[src/hdl/crsc_pkg.sv]
`timescale 1ns / 1ps
package crsc_pkg;

	typedef enum logic [1:0] {
		KIND_TICK  = 2'd0,
		KIND_BOOT  = 2'd1,
		KIND_RESET = 2'd2,
		KIND_FAULT = 2'd3
	} kind_t;

	typedef enum logic [2:0] {
		TGT_PRI_COUNT = 3'd0,
		TGT_PRI_CHECK = 3'd1,
		TGT_BAK_COUNT = 3'd2,
		TGT_BAK_CHECK = 3'd3,
		TGT_IMP_COUNT = 3'd4,
		TGT_IMP_CHECK = 3'd5,
		TGT_IMB_COUNT = 3'd6,
		TGT_IMB_CHECK = 3'd7
	} target_t;

	typedef enum logic [2:0] {
		REC_PRIMARY = 3'd0,
		REC_BACKUP  = 3'd1,
		REC_SAVED_P = 3'd2,
		REC_SAVED_B = 3'd3,
		REC_ZEROED  = 3'd4,
		REC_NONE    = 3'd5
	} rec_t;

	typedef enum logic [2:0] {
		SRC_PRI,
		SRC_BAK,
		SRC_IMP,
		SRC_IMB,
		SRC_INC
	} src_t;

	typedef enum logic [2:0] {
		CM_NONE,
		CM_INC,
		CM_LOAD,
		CM_ZERO,
		CM_FAULT,
		CM_SAVE
	} commit_t;

	typedef enum logic [3:0] {
		ST_IDLE,
		ST_DISPATCH,
		ST_CHK_P,
		ST_CHK_B,
		ST_CHK_IP,
		ST_CHK_IB,
		ST_INC,
		ST_MOD_START,
		ST_MOD,
		ST_DONE
	} state_t;

	typedef enum logic [1:0] {
		REG_POLY   = 2'd0,
		REG_INIT   = 2'd1,
		REG_PERIOD = 2'd2
	} reg_idx_t;

	localparam int ADDR_W = 4;
	localparam logic [7:0] POLY_RESET = 8'd7;
	localparam logic [7:0] INIT_RESET = 8'd0;
	localparam logic [15:0] PERIOD_RESET = 16'd60;
	localparam logic [1:0] CRC_LAST = 2'd3;
	localparam logic [4:0] MOD_LAST = 5'd31;

	typedef struct packed {
		logic [1:0]  kind;
		logic [2:0]  upset_target;
		logic [31:0] upset_mask;
	} item_t;

	typedef struct packed {
		logic [31:0] seconds;
		logic [7:0]  check_value;
		logic [2:0]  recovery;
		logic        saved;
	} result_t;

	typedef struct packed {
		logic [7:0]  crc_polynomial;
		logic [7:0]  crc_initial;
		logic [15:0] save_period;
	} cfg_t;

	typedef struct packed {
		logic    capture;
		logic    crc_start;
		src_t    crc_src;
		logic    mod_start;
		commit_t commit;
		logic    rec_wr;
		rec_t    rec_val;
		logic    out_load;
	} dp_cmd_t;

	typedef struct packed {
		kind_t kind;
		logic  crc_busy;
		logic  crc_match;
		logic  mod_busy;
		logic  rem_zero;
		logic  period_zero;
	} dp_stat_t;

endpackage

[src/hdl/crc_protected_redundant_second_counter.sv]
`timescale 1ns / 1ps
// Seconds counter held in a primary and a backup copy, each guarded by a CRC-8,
// with a saved image of both copies for recovery.
// Requests arrive on the item channel (valid/ready) and each produces exactly one
// result on the result channel (valid/ready), in order.
// A tick with a good primary copy runs two CRC passes (one byte per cycle),
// over the primary and over its incremented value, then a bit-serial modulo
// by the save period. A bad primary copy adds a pass over the backup; when
// both copies fail, the saved primary image and, if it fails, the saved
// backup image are checked in place of the increment pass; the loaded or
// zeroed value is not incremented. A zero save period skips the modulo.
// Only one request is in work at a time.
// The result sits in an output register; the next request is accepted while it
// waits, but a finished result waits for the register to drain when the
// receiver stalls.
// Reset clears all copies and images to zero and loads the configuration
// defaults (polynomial 7, initial value 0, save period 60). The user must write
// configuration on the APB port only while idle; the block does not enforce it.
module crc_protected_redundant_second_counter
	import crsc_pkg::*;
(
	input  logic              clk,
	input  logic              arst_n,
	input  logic              item_valid,
	output logic              item_ready,
	input  item_t             item,
	output logic              result_valid,
	input  logic              result_ready,
	output result_t           result,
	input  logic              psel,
	input  logic              penable,
	input  logic              pwrite,
	input  logic [ADDR_W-1:0] paddr,
	input  logic [31:0]       pwdata,
	output logic [31:0]       prdata,
	output logic              pready
);

	cfg_t     cfg;
	dp_cmd_t  cmd;
	dp_stat_t stat;
	state_t   state;
	logic     out_free;

	assign out_free = !result_valid || result_ready;

	crsc_regs u_regs (
		.clk     (clk),
		.arst_n  (arst_n),
		.psel    (psel),
		.penable (penable),
		.pwrite  (pwrite),
		.paddr   (paddr),
		.pwdata  (pwdata),
		.prdata  (prdata),
		.pready  (pready),
		.cfg     (cfg)
	);

	crsc_ctrl u_ctrl (
		.clk        (clk),
		.arst_n     (arst_n),
		.item_valid (item_valid),
		.item_ready (item_ready),
		.out_free   (out_free),
		.stat       (stat),
		.cmd        (cmd),
		.state      (state)
	);

	crsc_dp u_dp (
		.clk          (clk),
		.arst_n       (arst_n),
		.cfg          (cfg),
		.item         (item),
		.cmd          (cmd),
		.stat         (stat),
		.result_ready (result_ready),
		.result_valid (result_valid),
		.result       (result)
	);

	a_no_overwrite: assert property (@(posedge clk) disable iff (!arst_n)
		cmd.out_load |-> out_free)
		else $error("Result register loaded while a result is still pending.");

	a_crc_no_restart: assert property (@(posedge clk) disable iff (!arst_n)
		cmd.crc_start |-> !stat.crc_busy)
		else $error("CRC pass started while another is running.");

	a_mod_period: assert property (@(posedge clk) disable iff (!arst_n)
		cmd.mod_start |-> !stat.period_zero && state == ST_MOD_START)
		else $error("Modulo started with a zero save period.");

	a_one_request: assert property (@(posedge clk) disable iff (!arst_n)
		item_valid && item_ready |=> !item_ready)
		else $error("Second request accepted while one is in work.");

endmodule

[src/hdl/crsc_regs.sv]
`timescale 1ns / 1ps
module crsc_regs
	import crsc_pkg::*;
(
	input  logic              clk,
	input  logic              arst_n,
	input  logic              psel,
	input  logic              penable,
	input  logic              pwrite,
	input  logic [ADDR_W-1:0] paddr,
	input  logic [31:0]       pwdata,
	output logic [31:0]       prdata,
	output logic              pready,
	output cfg_t              cfg
);

	cfg_t     cfg_q;
	reg_idx_t idx;
	logic     wr_en;

	assign idx    = reg_idx_t'(paddr[3:2]);
	assign wr_en  = psel && penable && pwrite;
	assign pready = 1'b1;
	assign cfg    = cfg_q;

	always_ff @(posedge clk or negedge arst_n) begin
		if (!arst_n) begin
			cfg_q.crc_polynomial <= POLY_RESET;
			cfg_q.crc_initial    <= INIT_RESET;
			cfg_q.save_period    <= PERIOD_RESET;
		end else if (wr_en) begin
			case (idx)
				REG_POLY:   cfg_q.crc_polynomial <= pwdata[7:0];
				REG_INIT:   cfg_q.crc_initial    <= pwdata[7:0];
				REG_PERIOD: cfg_q.save_period    <= pwdata[15:0];
				default: ;
			endcase
		end
	end

	always_comb begin
		case (idx)
			REG_POLY:   prdata = {24'd0, cfg_q.crc_polynomial};
			REG_INIT:   prdata = {24'd0, cfg_q.crc_initial};
			REG_PERIOD: prdata = {16'd0, cfg_q.save_period};
			default:    prdata = 32'd0;
		endcase
	end

endmodule

[src/hdl/crsc_dp.sv]
`timescale 1ns / 1ps
module crsc_dp
	import crsc_pkg::*;
(
	input  logic     clk,
	input  logic     arst_n,
	input  cfg_t     cfg,
	input  item_t    item,
	input  dp_cmd_t  cmd,
	output dp_stat_t stat,
	input  logic     result_ready,
	output logic     result_valid,
	output result_t  result
);

	function automatic logic [7:0] crc_byte(input logic [7:0] c, input logic [7:0] d,
		input logic [7:0] p);
		logic [7:0] r;
		r = c ^ d;
		for (int k = 0; k < 8; k++) begin
			r = r[7] ? ({r[6:0], 1'b0} ^ p) : {r[6:0], 1'b0};
		end
		return r;
	endfunction

	item_t       item_q;
	logic [31:0] pri_cnt_q, bak_cnt_q, imp_cnt_q, imb_cnt_q;
	logic [7:0]  pri_chk_q, bak_chk_q, imp_chk_q, imb_chk_q;
	logic [31:0] w_q, sh_q, w_next;
	logic [7:0]  chk_q, chk_next, crc_q;
	logic [1:0]  crc_cnt_q;
	logic        crc_busy_q;
	logic [31:0] dvd_q;
	logic [15:0] rem_q;
	logic [16:0] rem_trial;
	logic [4:0]  mod_cnt_q;
	logic        mod_busy_q;
	rec_t        rec_q;
	logic        saved_q;
	logic        out_valid_q;
	result_t     out_q;

	always_comb begin
		case (cmd.crc_src)
			SRC_PRI: begin w_next = pri_cnt_q; chk_next = pri_chk_q; end
			SRC_BAK: begin w_next = bak_cnt_q; chk_next = bak_chk_q; end
			SRC_IMP: begin w_next = imp_cnt_q; chk_next = imp_chk_q; end
			SRC_IMB: begin w_next = imb_cnt_q; chk_next = imb_chk_q; end
			SRC_INC: begin w_next = w_q + 32'd1; chk_next = chk_q; end
			default: begin w_next = w_q; chk_next = chk_q; end
		endcase
	end

	always_ff @(posedge clk or negedge arst_n) begin
		if (!arst_n) begin
			crc_busy_q <= 1'b0;
			crc_cnt_q  <= 2'd0;
		end else if (cmd.crc_start) begin
			crc_busy_q <= 1'b1;
			crc_cnt_q  <= 2'd0;
		end else if (crc_busy_q) begin
			crc_cnt_q <= crc_cnt_q + 2'd1;
			if (crc_cnt_q == CRC_LAST) begin
				crc_busy_q <= 1'b0;
			end
		end
	end

	always_ff @(posedge clk) begin
		if (cmd.crc_start) begin
			w_q   <= w_next;
			sh_q  <= w_next;
			chk_q <= chk_next;
			crc_q <= cfg.crc_initial;
		end else if (crc_busy_q) begin
			crc_q <= crc_byte(crc_q, sh_q[31:24], cfg.crc_polynomial);
			sh_q  <= {sh_q[23:0], 8'd0};
		end
	end

	assign rem_trial = {rem_q, dvd_q[31]};

	always_ff @(posedge clk or negedge arst_n) begin
		if (!arst_n) begin
			mod_busy_q <= 1'b0;
			mod_cnt_q  <= 5'd0;
		end else if (cmd.mod_start) begin
			mod_busy_q <= 1'b1;
			mod_cnt_q  <= 5'd0;
		end else if (mod_busy_q) begin
			mod_cnt_q <= mod_cnt_q + 5'd1;
			if (mod_cnt_q == MOD_LAST) begin
				mod_busy_q <= 1'b0;
			end
		end
	end

	always_ff @(posedge clk) begin
		if (cmd.mod_start) begin
			dvd_q <= pri_cnt_q;
			rem_q <= 16'd0;
		end else if (mod_busy_q) begin
			dvd_q <= {dvd_q[30:0], 1'b0};
			if (rem_trial >= {1'b0, cfg.save_period}) begin
				rem_q <= 16'(rem_trial - {1'b0, cfg.save_period});
			end else begin
				rem_q <= rem_trial[15:0];
			end
		end
	end

	always_ff @(posedge clk) begin
		if (cmd.capture) begin
			item_q <= item;
		end
	end

	always_ff @(posedge clk or negedge arst_n) begin
		if (!arst_n) begin
			pri_cnt_q <= 32'd0;
			pri_chk_q <= 8'd0;
			bak_cnt_q <= 32'd0;
			bak_chk_q <= 8'd0;
			imp_cnt_q <= 32'd0;
			imp_chk_q <= 8'd0;
			imb_cnt_q <= 32'd0;
			imb_chk_q <= 8'd0;
		end else begin
			case (cmd.commit)
				CM_INC: begin
					pri_cnt_q <= w_q;
					pri_chk_q <= crc_q;
					bak_cnt_q <= w_q;
					bak_chk_q <= crc_q;
				end
				CM_LOAD: begin
					pri_cnt_q <= w_q;
					pri_chk_q <= chk_q;
					bak_cnt_q <= w_q;
					bak_chk_q <= chk_q;
				end
				CM_ZERO: begin
					pri_cnt_q <= 32'd0;
					pri_chk_q <= 8'd0;
					bak_cnt_q <= 32'd0;
					bak_chk_q <= 8'd0;
				end
				CM_SAVE: begin
					imp_cnt_q <= pri_cnt_q;
					imp_chk_q <= pri_chk_q;
					imb_cnt_q <= bak_cnt_q;
					imb_chk_q <= bak_chk_q;
				end
				CM_FAULT: begin
					case (target_t'(item_q.upset_target))
						TGT_PRI_COUNT: pri_cnt_q <= pri_cnt_q ^ item_q.upset_mask;
						TGT_PRI_CHECK: pri_chk_q <= pri_chk_q ^ item_q.upset_mask[7:0];
						TGT_BAK_COUNT: bak_cnt_q <= bak_cnt_q ^ item_q.upset_mask;
						TGT_BAK_CHECK: bak_chk_q <= bak_chk_q ^ item_q.upset_mask[7:0];
						TGT_IMP_COUNT: imp_cnt_q <= imp_cnt_q ^ item_q.upset_mask;
						TGT_IMP_CHECK: imp_chk_q <= imp_chk_q ^ item_q.upset_mask[7:0];
						TGT_IMB_COUNT: imb_cnt_q <= imb_cnt_q ^ item_q.upset_mask;
						default:       imb_chk_q <= imb_chk_q ^ item_q.upset_mask[7:0];
					endcase
				end
				default: ;
			endcase
		end
	end

	always_ff @(posedge clk or negedge arst_n) begin
		if (!arst_n) begin
			rec_q   <= REC_NONE;
			saved_q <= 1'b0;
		end else begin
			if (cmd.rec_wr) begin
				rec_q <= cmd.rec_val;
			end
			if (cmd.capture) begin
				saved_q <= 1'b0;
			end else if (cmd.commit == CM_SAVE) begin
				saved_q <= 1'b1;
			end
		end
	end

	always_ff @(posedge clk or negedge arst_n) begin
		if (!arst_n) begin
			out_valid_q <= 1'b0;
		end else if (cmd.out_load) begin
			out_valid_q <= 1'b1;
		end else if (result_ready) begin
			out_valid_q <= 1'b0;
		end
	end

	always_ff @(posedge clk) begin
		if (cmd.out_load) begin
			out_q.seconds     <= pri_cnt_q;
			out_q.check_value <= pri_chk_q;
			out_q.recovery    <= rec_q;
			out_q.saved       <= saved_q;
		end
	end

	assign result_valid     = out_valid_q;
	assign result           = out_q;
	assign stat.kind        = kind_t'(item_q.kind);
	assign stat.crc_busy    = crc_busy_q;
	assign stat.crc_match   = (crc_q == chk_q);
	assign stat.mod_busy    = mod_busy_q;
	assign stat.rem_zero    = (rem_q == 16'd0);
	assign stat.period_zero = (cfg.save_period == 16'd0);

endmodule

[src/hdl/crsc_ctrl.sv]
`timescale 1ns / 1ps
module crsc_ctrl
	import crsc_pkg::*;
(
	input  logic     clk,
	input  logic     arst_n,
	input  logic     item_valid,
	output logic     item_ready,
	input  logic     out_free,
	input  dp_stat_t stat,
	output dp_cmd_t  cmd,
	output state_t   state
);

	state_t state_q, state_d;

	always_ff @(posedge clk or negedge arst_n) begin
		if (!arst_n) begin
			state_q <= ST_IDLE;
		end else begin
			state_q <= state_d;
		end
	end

	always_comb begin
		state_d       = state_q;
		item_ready    = 1'b0;
		cmd.capture   = 1'b0;
		cmd.crc_start = 1'b0;
		cmd.crc_src   = SRC_PRI;
		cmd.mod_start = 1'b0;
		cmd.commit    = CM_NONE;
		cmd.rec_wr    = 1'b0;
		cmd.rec_val   = REC_NONE;
		cmd.out_load  = 1'b0;
		case (state_q)
			ST_IDLE: begin
				item_ready  = 1'b1;
				cmd.capture = item_valid;
				if (item_valid) begin
					state_d = ST_DISPATCH;
				end
			end
			ST_DISPATCH: begin
				case (stat.kind)
					KIND_TICK: begin
						cmd.crc_start = 1'b1;
						cmd.crc_src   = SRC_PRI;
						state_d       = ST_CHK_P;
					end
					KIND_BOOT: begin
						cmd.crc_start = 1'b1;
						cmd.crc_src   = SRC_IMP;
						state_d       = ST_CHK_IP;
					end
					KIND_RESET: begin
						cmd.commit  = CM_ZERO;
						cmd.rec_wr  = 1'b1;
						cmd.rec_val = REC_ZEROED;
						state_d     = ST_DONE;
					end
					default: begin
						cmd.commit  = CM_FAULT;
						cmd.rec_wr  = 1'b1;
						cmd.rec_val = REC_NONE;
						state_d     = ST_DONE;
					end
				endcase
			end
			ST_CHK_P, ST_CHK_B: begin
				if (!stat.crc_busy) begin
					cmd.crc_start = 1'b1;
					if (stat.crc_match) begin
						cmd.crc_src = SRC_INC;
						cmd.rec_wr  = 1'b1;
						cmd.rec_val = (state_q == ST_CHK_P) ? REC_PRIMARY : REC_BACKUP;
						state_d     = ST_INC;
					end else if (state_q == ST_CHK_P) begin
						cmd.crc_src = SRC_BAK;
						state_d     = ST_CHK_B;
					end else begin
						cmd.crc_src = SRC_IMP;
						state_d     = ST_CHK_IP;
					end
				end
			end
			ST_CHK_IP: begin
				if (!stat.crc_busy) begin
					if (stat.crc_match) begin
						cmd.commit  = CM_LOAD;
						cmd.rec_wr  = 1'b1;
						cmd.rec_val = REC_SAVED_P;
						state_d     = (stat.kind == KIND_TICK) ? ST_MOD_START : ST_DONE;
					end else begin
						cmd.crc_start = 1'b1;
						cmd.crc_src   = SRC_IMB;
						state_d       = ST_CHK_IB;
					end
				end
			end
			ST_CHK_IB: begin
				if (!stat.crc_busy) begin
					cmd.rec_wr = 1'b1;
					if (stat.crc_match) begin
						cmd.commit  = CM_LOAD;
						cmd.rec_val = REC_SAVED_B;
					end else begin
						cmd.commit  = CM_ZERO;
						cmd.rec_val = REC_ZEROED;
					end
					state_d = (stat.kind == KIND_TICK) ? ST_MOD_START : ST_DONE;
				end
			end
			ST_INC: begin
				if (!stat.crc_busy) begin
					cmd.commit = CM_INC;
					state_d    = ST_MOD_START;
				end
			end
			ST_MOD_START: begin
				if (stat.period_zero) begin
					state_d = ST_DONE;
				end else begin
					cmd.mod_start = 1'b1;
					state_d       = ST_MOD;
				end
			end
			ST_MOD: begin
				if (!stat.mod_busy) begin
					if (stat.rem_zero) begin
						cmd.commit = CM_SAVE;
					end
					state_d = ST_DONE;
				end
			end
			ST_DONE: begin
				if (out_free) begin
					cmd.out_load = 1'b1;
					state_d      = ST_IDLE;
				end
			end
			default: begin
				state_d = ST_IDLE;
			end
		endcase
	end

	assign state = state_q;

endmodule
[config.mk]
export PLATFORM = sky130hd
export DESIGN_NAME = crc_protected_redundant_second_counter
export DESIGN_NICKNAME = d
export VERILOG_FILES = /design/src/hdl/crsc_pkg.sv /design/src/hdl/crc_protected_redundant_second_counter.sv /design/src/hdl/crsc_regs.sv /design/src/hdl/crsc_dp.sv /design/src/hdl/crsc_ctrl.sv
export SDC_FILE = /design/constraint.sdc
export NUM_CORES = 1
export LEC_CHECK = 0
export ABC_AREA = 1
export BUFFER_PORTS_ARGS = -buffer_cell sky130_fd_sc_hd__buf_2
export CAP_MARGIN = 30
export CORE_ASPECT_RATIO = 1.1
export CORE_UTILIZATION = 49
export CTS_CLUSTER_DIAMETER = 50
export DETAILED_ROUTE_END_ITERATION = 7
export GPL_ROUTABILITY_DRIVEN = 0
export PLACE_DENSITY = 0.67
export SETUP_SLACK_MARGIN = 0.2
export SLEW_MARGIN = 20
export SYNTH_ARGS = -nofsm -noshare
export SYNTH_HDL_FRONTEND = slang
export SYNTH_SLANG_ARGS = --single-unit
export TNS_END_PERCENT = 20
[constraint.sdc]
create_clock -name clk -period 3.85 [get_ports clk]
set_input_delay 0.385 -clock clk [delete_from_list [all_inputs] [get_ports clk]]
set_output_delay 0.385 -clock clk [all_outputs]
set_load 0.02 [all_outputs]
==> results.cfg <==
[die]
die_h_um = 229
die_x_um = 208
row_count = 82
core_area_sq_um = 45900
die-area_sq_um = 47700
io_pins = 159
initial_core_util = 0.501

[yosys]
synth_area_sq_um = 23000
synth_edf_count = 193
synth_area_leaders = edfxtp_1 (25%), dfrtp_1 (22%), nand2_1 (11%)
seq_area_frac_synth = 0.496
postSynthCellCount = 2667
ys_ff_latch = 419
async_flop_share = 0.501
synth_top_cell_area_share = 0.252
yosys_most_used_dff = dfrtp_1
syn_area_per_cell_sq_um = 8.61
yosysMostFrequentCell = nand2_1
yosys_warnings = 0
yosysUniqueCellTypes = 61
yosys.area.top_type = edfxtp_1
synth_top_cells_by_count = nand2_1 (657), o21ai_0 (334), inv_1 (289), dfrtp_1 (201), edfxtp_1 (193)

[drt]
wl_per_cell_um = 18.2
wirelength_mm = 62.8
drt_iter0_drc = 1443
vias = 19000
first_pass_iters = 6
drc = 0
ant_nets = 0
via_per_inst = 5.52

[timing]
relSlewSlack = 0.381
setup_ws_ns = 0.406
hold_violations = 0
min_period_ns = 3.44
setup-tns-final_ns = 0
setup_viol = 0
rsz0062_at_grt = true
clock_skew_ns = 0.0223
tightest_slew_ns = 0.919
fin_crit_sh = 0.894
slew_viol_final = 0
fmax_ghz = 0.290

[clock_network]
numCtsBuffers = 50
clk_latency_ns = 0.61
clkTransAtPathRegs_ns = 0.06
cts_tree = done
clockBufferDepth = 3
clkSinkCount = 419
cts_htree_levels = 2
post_cts_buffers = 0
cts_root_buf = clkbuf_16

[global_routing]
grt_overflow = 0
antenna_found_initial = 0
grt_usage = 0.266
grt_max_degree = 87
grt_pass1_vias = 18800
grt_pass1_wl_mm = 101

[layout]
multi_input_area_sq_um = 9910
fin_util = 0.575
seq_area_sq_um = 11400
n_fill_cell = 3932
fin_area_sq_um = 26300
syn2layout_area_growth_pct = 14.7
fin_nets = 2915
antenna_cells = 0
final_layout_size_suffix_gt1_frac = 0.124

[setup_path]
crit_path_start_kind = flip-flop
crit_arrival_ns = 3.92
worst_ep_required_time_ns = 4.33
end_kind = flip-flop
crit_fanout = 78
criticalPathCategory = reg -> reg

[place]
dp_hpwl_mm = 43.3
place_ws_ns = 0.441
place_area_sq_um = 24300
portBuffers = 123

[power]
finalPower_uw = 22700
max-vdd-ir-drop_mv = 0.469
power_density_nw_per_um2 = 863
leakage_uw = 0.0117

[worst_hold_path]
hp-class = in -> reg

[run_status]
status = completed

[flow_run]
drv_cap = 0
==> critical path, cell delays in order, from the launching register on <==
cell and delay [ns]:
dfrtp_1 0.46, inv_1 0.09, nor2_1 0.14, inv_1 0.11, nor2_1 0.20, inv_1 0.12, nor2_2 0.16, inv_2 0.10
nor2_8 0.09, buf_4 0.54, buf_4 0.75, o21ai_0 0.18, o21ai_0 0.21, inv_1 0.07
==> logic make-up (layout without fill, tap and decap cells) <==
logic type               Yosys count  in the layout  share of synthesized area
adder cells (fa/ha/maj)           21             21                     0.0118
XOR/XNOR                         223            223                     0.0857
other                              2             17                   0.000327
flip-flops                       419            419                      0.496
AND/OR/NAND/NOR                  978            978                      0.183
multiplexers                      17             17                    0.00741
buffers and inverters            446            620                     0.0779
AO/OA/AOI/OAI                    561            561                      0.139
==> layout make-up <==
cell class,count,share of cell area
clock buffers,62,0.0500
clock inverters,32,0.0130
inverters,311,0.0444
multi-input cells,1817,0.376
flip-flops and latches,419,0.432
well taps,588,0.0279
repair buffers,215,0.0564
==> path summary, 6_finish.rpt <==
kind,slack [ns],cells past startpoint,startpoint,to
min,0.05,3,pwdata[15],u_regs.cfg[15]
max,0.41,13,u_ctrl.state[0],u_dp.imb_cnt_q[16]
max in group asynchronous,2.44,3,arst_n,u_regs.cfg[11]
min reg2reg,0.45,0,u_dp.saved_q,u_dp.result[0]
min in group asynchronous,0.32,2,arst_n,u_dp.imp_chk_q[4]
max reg2reg,0.41,13,u_ctrl.state[0],u_dp.imb_cnt_q[16]
==> flip-flops by register name (all words and copies together) (netlist names), 16 cells and up <==
signal / flops
u_dp.pri_cnt_q: 32
u_dp.item_q: 35
u_dp.rem_q: 16
u_dp.sh_q: 32
u_regs.cfg: 32
u_dp.dvd_q: 32
u_dp.imp_cnt_q: 32
u_dp.imb_cnt_q: 32
u_dp.bak_cnt_q: 32
u_dp.result: 44
u_dp.w_q: 32
==> what timing repair did <==
item,4_1_cts,5_1_grt
endpoints found under the hold margin,86,0
gates resized for setup,0,3
hold buffers,38,0
endpoints found under the setup margin,0,28
==> placed cells by master, fill, tap and decap left out, types with 10 or more instances in the layout <==
cell,count
conb_1,17
nand2_4,10
clkbuf_16,50
clkbuf_1,10
a31oi_1,44
a21oi_1,70
xor2_1,122
nand2_2,18
nor4_1,14
xnor2_1,99
nand2_1,653
mux2i_1,17
nand4_1,20
edfxtp_1,193
o21ai_1,10
o211ai_1,13
nor2_1,139
dfxtp_1,16
o22ai_1,29
nor3_1,23
buf_2,122
buf_4,47
clkinv_2,10
ha_1,20
nand3_1,69
dfrtp_1,201
inv_2,18
a221oi_1,24
o21ai_0,334
inv_1,289
dlygate4sd3_1,38
==> per-layer routing <==
metal	track usage	part of all wire	vias to the layer above
li1	-	-	9111
met1	0.340	0.42	9149
met2	0.446	0.48	608
met3	0.0326	0.052	140
met4	0.132	0.045	0
met5	0	0	-
==> through the flow <==
| stage | hold slack (ns) | instances |
|---|---|---|
| after floorplan | 0.0894 | 2682 |
| after global placement | 0.360 | 3308 |
| after detailed placement | 0.363 | 3310 |
| after CTS | 0.0189 | 3442 |
| after global routing | 0.0492 | 3444 |
| final | 0.0498 | 3444 |
==> report_power, final <==
part           switching, uW  total, uW  internal [uW]
clock                   2000       4800           2800
sequential              1590       8420           6830
combinational           6100       9530           3430
Power figures use the tool's default switching activity.
